### config.mk
export PLATFORM = sky130hd
export DESIGN_NAME = ascii_number_parser_with_base
export DESIGN_NICKNAME = d
export VERILOG_FILES = /design/src/design/anp_pkg.sv /design/src/design/anp_in_stage.sv /design/src/design/anp_core.sv /design/src/design/ascii_number_parser_with_base.sv
export VERILOG_INCLUDE_DIRS = /design/src /design/src/design
export SDC_FILE = /design/constraint.sdc
export NUM_CORES = 1
export LEC_CHECK = 0
export BUFFER_PORTS_ARGS = -buffer_cell sky130_fd_sc_hd__buf_2
export CAP_MARGIN = 5
export CORE_ASPECT_RATIO = 1.4
export CORE_UTILIZATION = 45
export CTS_CLUSTER_SIZE = 12
export DETAILED_ROUTE_END_ITERATION = 16
export PLACE_DENSITY = 0.69
export SYNTH_ARGS = -nofsm -noshare
export SYNTH_HDL_FRONTEND = slang
export SYNTH_SLANG_ARGS = --single-unit
### constraint.sdc
create_clock -name i_clk -period 12.18 [get_ports i_clk]
set_input_delay 3.654 -clock i_clk [delete_from_list [all_inputs] [get_ports i_clk]]
set_output_delay 3.654 -clock i_clk [all_outputs]
set_load 0.005 [all_outputs]
### src/design/ascii_number_parser_with_base_defines.svh
// assertion macros for the ascii number parser
// used by the top level, expects i_clk and i_rst_n in scope
`ifndef ASCII_NUMBER_PARSER_WITH_BASE_DEFINES_SVH
`define ASCII_NUMBER_PARSER_WITH_BASE_DEFINES_SVH

// same-cycle implication, checked outside reset
`define ANP_ASSERT_NOW(label, ante, cons) \
    label: assert property (@(posedge i_clk) disable iff (!i_rst_n) (ante) |-> (cons)) \
        else $error("anp assertion failed");

// next-cycle implication, checked outside reset
`define ANP_ASSERT_NEXT(label, ante, cons) \
    label: assert property (@(posedge i_clk) disable iff (!i_rst_n) (ante) |=> (cons)) \
        else $error("anp assertion failed");

`endif

### src/design/anp_pkg.sv
// types, character constants and decode functions for the ascii number parser
// no dependencies
package anp_pkg;

    localparam int VALUE_W = 16;

    localparam logic [7:0] CH_NUL     = 8'h00;
    localparam logic [7:0] CH_SPACE   = 8'h20;
    localparam logic [7:0] CH_DOT     = 8'h2E;
    localparam logic [7:0] ASCII_ZERO = 8'd48;
    localparam logic [7:0] HEX_UC_OFS = 8'd55;
    localparam logic [7:0] HEX_LC_OFS = 8'd87;

    typedef enum logic [1:0] {
        RADIX_BIN = 2'd0,
        RADIX_HEX = 2'd1,
        RADIX_DEC = 2'd2
    } t_radix;

    typedef struct packed {
        logic [7:0] ch;
        logic       reuse_base;
    } t_item;

    typedef struct packed {
        logic  ok;
        t_radix radix;
    } t_base_dec;

    typedef struct packed {
        logic       ok;
        logic [3:0] val;
    } t_digit_dec;

    function automatic t_base_dec base_decode(input logic [7:0] c);
        t_base_dec r;
        r.ok    = 1'b1;
        r.radix = RADIX_BIN;
        unique case (c) inside
            8'h62, 8'h42: r.radix = RADIX_BIN;
            8'h68, 8'h48: r.radix = RADIX_HEX;
            8'h64, 8'h44: r.radix = RADIX_DEC;
            default:      r.ok    = 1'b0;
        endcase
        return r;
    endfunction

    function automatic t_digit_dec digit_decode(input logic [7:0] c, input t_radix radix);
        t_digit_dec r;
        logic [7:0] dec_v;
        logic [7:0] uc_v;
        logic [7:0] lc_v;
        dec_v = c - ASCII_ZERO;
        uc_v  = c - HEX_UC_OFS;
        lc_v  = c - HEX_LC_OFS;
        r.ok  = 1'b0;
        r.val = dec_v[3:0];
        unique case (radix)
            RADIX_BIN: begin
                r.ok = (c == 8'h30) || (c == 8'h31);
            end
            RADIX_HEX: begin
                case (c) inside
                    [8'h30:8'h39]: r.ok = 1'b1;
                    [8'h41:8'h46]: begin
                        r.ok  = 1'b1;
                        r.val = uc_v[3:0];
                    end
                    [8'h61:8'h66]: begin
                        r.ok  = 1'b1;
                        r.val = lc_v[3:0];
                    end
                    default: r.ok = 1'b0;
                endcase
            end
            RADIX_DEC: begin
                r.ok = (c >= 8'h30) && (c <= 8'h39);
            end
            default: r.ok = 1'b0;
        endcase
        return r;
    endfunction

endpackage

### src/design/anp_in_stage.sv
// input register stage: holds one character transfer until the core takes it
// depends on anp_pkg
module anp_in_stage
    import anp_pkg::*;
(
    input  logic  i_clk,
    input  logic  i_rst_n,
    input  logic  i_in_valid,
    output logic  o_in_stall,
    input  t_item i_item,
    output logic  o_item_valid,
    output t_item o_item,
    input  logic  i_take
);

    logic  r_valid;
    t_item r_item;
    logic  w_accept;

    assign o_in_stall   = r_valid && !i_take;
    assign w_accept     = i_in_valid && !o_in_stall;
    assign o_item_valid = r_valid;
    assign o_item       = r_item;

    always_ff @(posedge i_clk) begin
        if (!i_rst_n) begin
            r_valid <= 1'b0;
        end else if (w_accept) begin
            r_valid <= 1'b1;
        end else if (i_take) begin
            r_valid <= 1'b0;
        end
    end

    always_ff @(posedge i_clk) begin
        if (w_accept) begin
            r_item <= i_item;
        end
    end

endmodule

### src/design/anp_core.sv
// parser state, per-character next-state logic and result register
// depends on anp_pkg
module anp_core
    import anp_pkg::*;
#(
    parameter int VALUE_BITS = 16
) (
    input  logic               i_clk,
    input  logic               i_rst_n,
    input  logic               i_cfg_we,
    input  logic               i_cfg_wdata,
    input  logic               i_item_valid,
    input  t_item              i_item,
    output logic               o_take,
    output logic               o_out_valid,
    input  logic               i_out_stall,
    output logic [VALUE_W-1:0] o_value,
    output logic               o_error
);

    logic                  r_keep_base;
    logic                  r_busy;
    t_radix                r_radix;
    logic [7:0]            r_saved;
    logic [VALUE_BITS-1:0] r_accum;
    logic                  r_out_valid;
    logic [VALUE_W-1:0]    r_value;
    logic                  r_error;

    logic                  n_busy;
    t_radix                n_radix;
    logic [7:0]            n_saved;
    logic [VALUE_BITS-1:0] n_accum;

    t_base_dec             w_bdec_saved;
    t_base_dec             w_bdec_ch;
    t_digit_dec            w_ddec;
    t_radix                w_eff_radix;
    logic [VALUE_BITS-1:0] w_eff_accum;
    logic [VALUE_BITS-1:0] w_scaled;
    logic [VALUE_BITS-1:0] w_mac;
    logic                  w_term;
    logic                  w_use_digit;
    logic                  w_emit;
    logic                  w_err;
    logic [VALUE_BITS-1:0] w_emit_val;
    logic [VALUE_W-1:0]    w_emit_val16;

    assign o_take = i_item_valid && (!r_out_valid || !i_out_stall);

    assign w_bdec_saved = base_decode(r_saved);
    assign w_bdec_ch    = base_decode(i_item.ch);
    assign w_eff_radix  = r_busy ? r_radix : w_bdec_saved.radix;
    assign w_eff_accum  = r_busy ? r_accum : '0;
    assign w_ddec       = digit_decode(i_item.ch, w_eff_radix);
    assign w_term       = (i_item.ch == CH_NUL) || (i_item.ch == CH_SPACE)
                          || (i_item.ch == CH_DOT);

    always_comb begin
        case (w_eff_radix)
            RADIX_BIN: w_scaled = w_eff_accum << 1;
            RADIX_HEX: w_scaled = w_eff_accum << 4;
            default:   w_scaled = (w_eff_accum << 3) + (w_eff_accum << 1);
        endcase
    end

    assign w_mac = w_scaled + VALUE_BITS'(w_ddec.val);

    always_comb begin
        n_busy      = r_busy;
        n_radix     = r_radix;
        n_saved     = r_saved;
        n_accum     = r_accum;
        w_emit      = 1'b0;
        w_err       = 1'b0;
        w_emit_val  = '0;
        w_use_digit = 1'b0;
        if (r_busy) begin
            w_use_digit = 1'b1;
        end else if (i_item.reuse_base) begin
            if (!w_bdec_saved.ok) begin
                w_emit = 1'b1;
                w_err  = 1'b1;
            end else begin
                w_use_digit = 1'b1;
            end
        end else begin
            if (r_keep_base) begin
                n_saved = i_item.ch;
            end
            if (!w_bdec_ch.ok) begin
                w_emit  = 1'b1;
                w_err   = 1'b1;
                n_accum = '0;
            end else begin
                n_busy  = 1'b1;
                n_radix = w_bdec_ch.radix;
                n_accum = '0;
            end
        end
        if (w_use_digit) begin
            if (w_term) begin
                w_emit     = 1'b1;
                w_emit_val = w_eff_accum;
                n_busy     = 1'b0;
                n_accum    = '0;
            end else if (!w_ddec.ok) begin
                w_emit  = 1'b1;
                w_err   = 1'b1;
                n_busy  = 1'b0;
                n_accum = '0;
            end else begin
                n_busy  = 1'b1;
                n_radix = w_eff_radix;
                n_accum = w_mac;
            end
        end
    end

    generate
        if (VALUE_BITS >= VALUE_W) begin : g_trunc
            assign w_emit_val16 = w_emit_val[VALUE_W-1:0];
        end else begin : g_extend
            assign w_emit_val16 = {{(VALUE_W-VALUE_BITS){1'b0}}, w_emit_val};
        end
    endgenerate

    always_ff @(posedge i_clk) begin
        if (!i_rst_n) begin
            r_keep_base <= 1'b0;
        end else if (i_cfg_we) begin
            r_keep_base <= i_cfg_wdata;
        end
    end

    always_ff @(posedge i_clk) begin
        if (!i_rst_n) begin
            r_busy  <= 1'b0;
            r_radix <= RADIX_BIN;
            r_saved <= '0;
            r_accum <= '0;
        end else if (o_take) begin
            r_busy  <= n_busy;
            r_radix <= n_radix;
            r_saved <= n_saved;
            r_accum <= n_accum;
        end
    end

    always_ff @(posedge i_clk) begin
        if (!i_rst_n) begin
            r_out_valid <= 1'b0;
        end else if (o_take) begin
            r_out_valid <= w_emit;
        end else if (!i_out_stall) begin
            r_out_valid <= 1'b0;
        end
    end

    always_ff @(posedge i_clk) begin
        if (o_take && w_emit) begin
            r_value <= w_emit_val16;
            r_error <= w_err;
        end
    end

    assign o_out_valid = r_out_valid;
    assign o_value     = r_value;
    assign o_error     = r_error;

endmodule

### src/design/ascii_number_parser_with_base.sv
// channel  | direction | handshake               | payload
// in       | input     | i_in_valid / o_in_stall   | i_ch, i_reuse_base
// out      | output    | o_out_valid / i_out_stall | o_value, o_error
// cfg      | input     | i_cfg_we                  | i_cfg_wdata (keep_base)
//
// one character per cycle while the output is not stalled
// a result passes one input register plus one result register around the decode/multiply-add
// i_rst_n is synchronous, active low; clears parser state, keep_base and both valids
// a stalled result holds while the next character still moves into the input register
// depends on anp_pkg, anp_in_stage, anp_core and the defines header
`include "ascii_number_parser_with_base_defines.svh"

module ascii_number_parser_with_base
    import anp_pkg::*;
#(
    parameter int VALUE_BITS = 16
) (
    input  logic               i_clk,
    input  logic               i_rst_n,
    input  logic               i_cfg_we,
    input  logic               i_cfg_wdata,
    input  logic               i_in_valid,
    output logic               o_in_stall,
    input  logic [7:0]         i_ch,
    input  logic               i_reuse_base,
    output logic               o_out_valid,
    input  logic               i_out_stall,
    output logic [VALUE_W-1:0] o_value,
    output logic               o_error
);

    t_item w_in_item;
    t_item w_pend_item;
    logic  w_pend_valid;
    logic  w_take;

    assign w_in_item.ch         = i_ch;
    assign w_in_item.reuse_base = i_reuse_base;

    anp_in_stage u_in_stage (
        .i_clk        (i_clk),
        .i_rst_n      (i_rst_n),
        .i_in_valid   (i_in_valid),
        .o_in_stall   (o_in_stall),
        .i_item       (w_in_item),
        .o_item_valid (w_pend_valid),
        .o_item       (w_pend_item),
        .i_take       (w_take)
    );

    anp_core #(
        .VALUE_BITS (VALUE_BITS)
    ) u_core (
        .i_clk        (i_clk),
        .i_rst_n      (i_rst_n),
        .i_cfg_we     (i_cfg_we),
        .i_cfg_wdata  (i_cfg_wdata),
        .i_item_valid (w_pend_valid),
        .i_item       (w_pend_item),
        .o_take       (w_take),
        .o_out_valid  (o_out_valid),
        .i_out_stall  (i_out_stall),
        .o_value      (o_value),
        .o_error      (o_error)
    );

    `ANP_ASSERT_NOW(a_err_value_zero, o_out_valid && o_error, o_value == '0)
    `ANP_ASSERT_NOW(a_empty_no_stall, !w_pend_valid, !o_in_stall)
    `ANP_ASSERT_NOW(a_take_needs_item, w_take, w_pend_valid)
    `ANP_ASSERT_NEXT(a_drain, w_pend_valid && !o_out_valid && !i_in_valid, !w_pend_valid)

endmodule
# After elaboration in Yosys (flattened, before gate mapping)
# Index checks and enable logic that the tools add are counted.
[op_classes]
n_addsub = 5
order_cmp = 6
eq_ne = 21
muxes = 48
bitwise_logic = 2
reduce_logical = 28
[op_table]
columns = ["cell", "count"]
rows = [
  ["equality test 8 x 7 -> 1 bit (second input constant)", 12],
  ["2-to-1 mux 16 bit", 5],
  ["equality test 8 x 6 -> 1 bit (second input constant)", 4],
  ["one-hot mux 16 bit (2 select lines)", 1],
  ["2-to-1 mux 1 bit", 27],
  ["adder 16 bit", 1],
  ["adder 16 x 4 -> 16 bit", 1],
  [">= comparator 8 x 7 -> 1 bit (second input constant)", 2],
  ["less-or-equal comparator 8 x 7 -> 1 bit (second input constant)", 2],
  ["2-to-1 mux 4 bit", 4],
  ["2-to-1 mux 15 bit", 1],
  ["2-to-1 mux 2 bit", 7],
  ["OR reduction 6 bit", 2],
  [">= comparator 8 x 6 -> 1 bit (second input constant)", 1],
  ["less-or-equal comparator 8 x 6 -> 1 bit (second input constant)", 1],
  ["logical NOT 8 bit", 1],
  ["one-hot mux 2 bit (2 select lines)", 2],
  ["OR reduction 2 bit", 4],
  ["subtractor 4 x 3 -> 4 bit (second input constant)", 2],
  ["logical AND 1 bit", 7],
  ["AND reduction 3 bit", 2],
  ["logical NOT 1 bit", 4],
  ["logical OR 1 bit", 4],
  ["inequality test 2 x 1 -> 1 bit (second input constant)", 2],
  ["other kinds (10)", 11],
]
[word_totals]
register_bits = 56
inputBits = 15
output_inout_bits = 19
elab_cells = 122

# Longest topological paths before layout
[depth]
depth_word = 10
ltp_mapped = 16
depth_no_buf = 16

# By module
# A second synthesis with hierarchy kept.
[hier_totals]
hier_cells = 439
hier_area_um2 = 3945.0
[by_module_without_submodules]
columns = ["module", "n_inst", "cells_per_inst", "area_per_inst_um2", "seq_area_each_um2"]
rows = [
  ["anp_core", 1, 426, 3627.2, 1071.0],
  ["anp_in_stage", 1, 13, 317.8, 290.3],
]

# Worst setup path before layout
# OpenSTA, ideal clock, no wires.
[synth_timing]
path_type = "input to output"
startpoint = "in i_out_stall"
endpoint = "out o_in_stall"
arrival_time_ps = 3842
t_required_ps = 8526
path_slack_ps = 4684
cell_stages = 1
path_buffers = 0
cell_sequence = "and3_1"
[synth_between]
elab_chain_len = 5
[synth_rtl]
columns = ["item", "line", "text"]
rows = [
  ["start, declared", "ascii_number_parser_with_base.sv:27", "input logic i_out_stall,"],
  ["logical NOT 1 bit", "anp_core.sv:49", "assign o_take = i_item_valid && (!r_out_valid || !i_out_stall);"],
  ["logical OR 1 bit", "anp_core.sv:49", ""],
  ["logical AND 1 bit", "anp_core.sv:49", ""],
  ["logical NOT 1 bit", "anp_in_stage.sv:20", "assign o_in_stall = r_valid && !i_take;"],
  ["logical AND 1 bit", "anp_in_stage.sv:20", ""],
  ["end, declared", "ascii_number_parser_with_base.sv:23", "output logic o_in_stall,"],
]
# Every way passes these cells.

# Worst setup path after layout
# Ends and elaborated chain as after synthesis.

==> results.txt <==
slowest stage delay, CP - 0.20 ns
final worst path period need - 7.74 ns
Post-Synthesis Cells - 418
Overflow after GRT - 0
Worst Path Arrival - 4.09 ns
vias per cell - 5.71
Clk Latency, worst-skew pair - 0.32 ns
most frequent cell after synthesis - nand2_1
status - completed
R2R depth - 13
sequential-to-total area share from yosys stat - 0.366
first drt pass iteration count - 4
Area growth, synth to finish - 10.2%
layout cells sized above 1 - 0.125
number of CTS-inserted buffers - 5
CP Launch Type - input pin
GPL Wtd Cong - 0.895
FMAX - 129 MHz
R2R setup slack - 7.88 ns
via count - 3125
H-tree levels - 2
routed len/inst - 16.2 um
most frequent cells after synthesis - nand2_1, dfxtp_1, nor2_1
worst setup path end - o_in_stall
Sink Count - 55
Clock Tree Buf Depth - 2
crit path max-delay cell type - and3_1
Synth cell types - 66
clock tree from TritonCTS - done
Synth Flop Type - dfxtp_1
Post-Route WL - 8.88 mm
synth top area cells - edfxtp_1, dfxtp_1, ha_1
Crit path depth - 3
DRC viols - 0
Reg clk slew, reported paths - 0.10 ns
Hold-fix buffers, CTS - 0
yosys warns - 0
Die W - 78.8 um
largest net degree at the start of global routing - 25
top-area cell type share of the netlist area - 0.210
post-route insts no fill - 547
Cell Pwr Density - 88.0 nW/um^2
initial core utilization - 0.471
Worst EP required - 8.53 ns
setup_tns - 0 ns
Lkg Pwr - 1.69 nW
Crit path max-delay family - buffers and inverters
Critical R2R Capture - u_core.r_accum[15]
crit end category - output pin
die area - 8630 sq um
cell mode on critical path - buf_2
Final ANT Viol Nets - 0
max_slew headroom - 0.425
fillers - 817
worst flop-to-flop path startpoint - u_core.r_busy
DRT iter0 DRCs - 128
worst hold path type - flip-flop to flip-flop
Mapped Avg Cell Area - 8.89 sq um
Site Rows - 38
Fin. Hold Viols - 0
final-report setup violation count - 0
Critical Path Fanout Max - 3
Post-Syn Nets - 454
critical path startpoint - i_out_stall
Die Ht - 110 um
buffers and inverters on the worst path - 2
critical path, cell by cell - buf_2 > and3_1 > buf_2
number of antenna violations at the first check in global routing - 0
clock skew - 0.0112 ns
nets - 482
total track usage - 0.220
Post-synth EDFFs - 26
max_cap viols - 0
synthesized area - 3710 sq um
Yosys reg bits - 55
RSZ-0062 raised after global routing - no
Worst IR Drop VDD - 0.0820 mV
Synth area leader - edfxtp_1
max-slew violations - 0
number of global-route vias before repair - 3035
DP HPWL - 6.66 mm
I/O Buffers - 33
Tcrit/Tclk final - 0.636
global-route wire length before repair - 14.5 mm
fraction of registers with async set/reset - 0
root buffer cell - clkbuf_8
Placeable Area - 7890 sq um
I/O pins - 34
antenna cells - 0
post_cts resized - 0
Worst-Margin Slew - 0.863 ns
Setup Buffers After CTS - 0
DP Cell Count - 539
crit path kind - input pin to output pin
## logic make-up (layout without fill, tap and decap cells)
family / count (synthesis) / count (layout) / share of synthesized area
AO/OA/AOI/OAI: 113 / 113 / 0.210
XOR/XNOR: 19 / 19 / 0.0448
adder cells (fa/ha/maj): 21 / 21 / 0.0748
buffers and inverters: 41 / 70 / 0.0418
flip-flops: 55 / 55 / 0.366
multiplexers: 13 / 13 / 0.0360
AND/OR/NAND/NOR: 156 / 156 / 0.226
## metal layers
metal / up-vias / share of wire / track usage
li1: 1573 / - / -
met1: 1481 / 0.41 / 0.246
met2: 51 / 0.53 / 0.399
met3: 20 / 0.025 / 0.0274
met4: 0 / 0.036 / 0.127
met5: - / 0 / 0
## power by group
group	switching (mW)	total (mW)	internal [mW]
combinational	0.0137	0.0226	0.00898
sequential	0.00439	0.203	0.198
clock	0.0610	0.135	0.0740
total	0.0791	0.360	0.281
## layout make-up
class | count | area (sq um) | area share
Sequential cell | 55 | 1360 | 0.333
Tap cell | 100 | 125 | 0.0306
Clock buffer | 7 | 97.6 | 0.0238
Inverter | 27 | 101 | 0.0248
Timing Repair Buffer | 35 | 180 | 0.0440
Clock inverter | 1 | 30.0 | 0.00733
Multi-Input combinational cell | 322 | 2200 | 0.537
## sequential cells by signal, indices dropped and copies added (netlist names)
name / count
u_core.o_value: 16
u_core.r_accum: 16
u_in_stage.o_item: 9
u_core.r_saved: 7
u_core.r_radix: 2
u_core.o_error: 1
u_core.o_out_valid: 1
u_core.r_busy: 1
u_core.r_keep_base: 1
u_in_stage.o_item_valid: 1
## through the flow
step                total power [mW]  worst slack, ns  instance area (sq um)  hold WS, ns   util
global placement               0.229             4.44                   3970        0.438  0.503
floorplan                      0.220             4.68                   3710        0.417      -
CTS                            0.364             4.44                   4090        0.468  0.519
global route                   0.373             4.43                   4090        0.489  0.519
finish                         0.360             4.44                   4090        0.462  0.519
detailed placement             0.230             4.44                   3970        0.445  0.503
## worst min-delay path by stage
stage / slack (ns) / cells after the start / startpoint / to
after floorplan: 0.42 / 2 / u_core.r_accum[15] / u_core.r_accum[15]
final: 0.46 / 2 / u_core.r_accum[15] / u_core.r_accum[15]
after detailed placement: 0.44 / 2 / u_core.r_accum[15] / u_core.r_accum[15]
after CTS: 0.47 / 2 / u_core.r_accum[15] / u_core.r_accum[15]
after global routing: 0.49 / 2 / u_core.r_accum[11] / u_core.r_accum[11]
after global placement: 0.44 / 2 / u_core.r_accum[15] / u_core.r_accum[15]
## tightest hold or removal path, stage by stage (launching register included)
cell,delay [ns]
dfxtp_1,0.33
nand2_1,0.05
o31ai_1,0.05
## placed cells by master, fill, tap and decap left out, types with 3 or more instances in the layout
cell type and instances:
nor3b_1 3, nor2_1 29, and2_1 11, a21o_1 6, nor3_1 6, dfxtp_1 29, buf_2 33, mux2i_1 10
o31a_1 5, a21boi_0 11, or3_1 5, o21ai_0 19, mux2_2 3, o22ai_1 4, and3_1 10, a31oi_1 7
ha_1 19, o21a_1 3, a21oi_1 16, xnor2_1 14, xor2_1 5, o31ai_1 4, nor2b_1 19, edfxtp_1 26
o21ai_1 5, a22oi_1 7, clkbuf_8 5, nand3_1 11, inv_1 26, nand2_1 45
No activity file was read; power rests on OpenSTA's default activity.
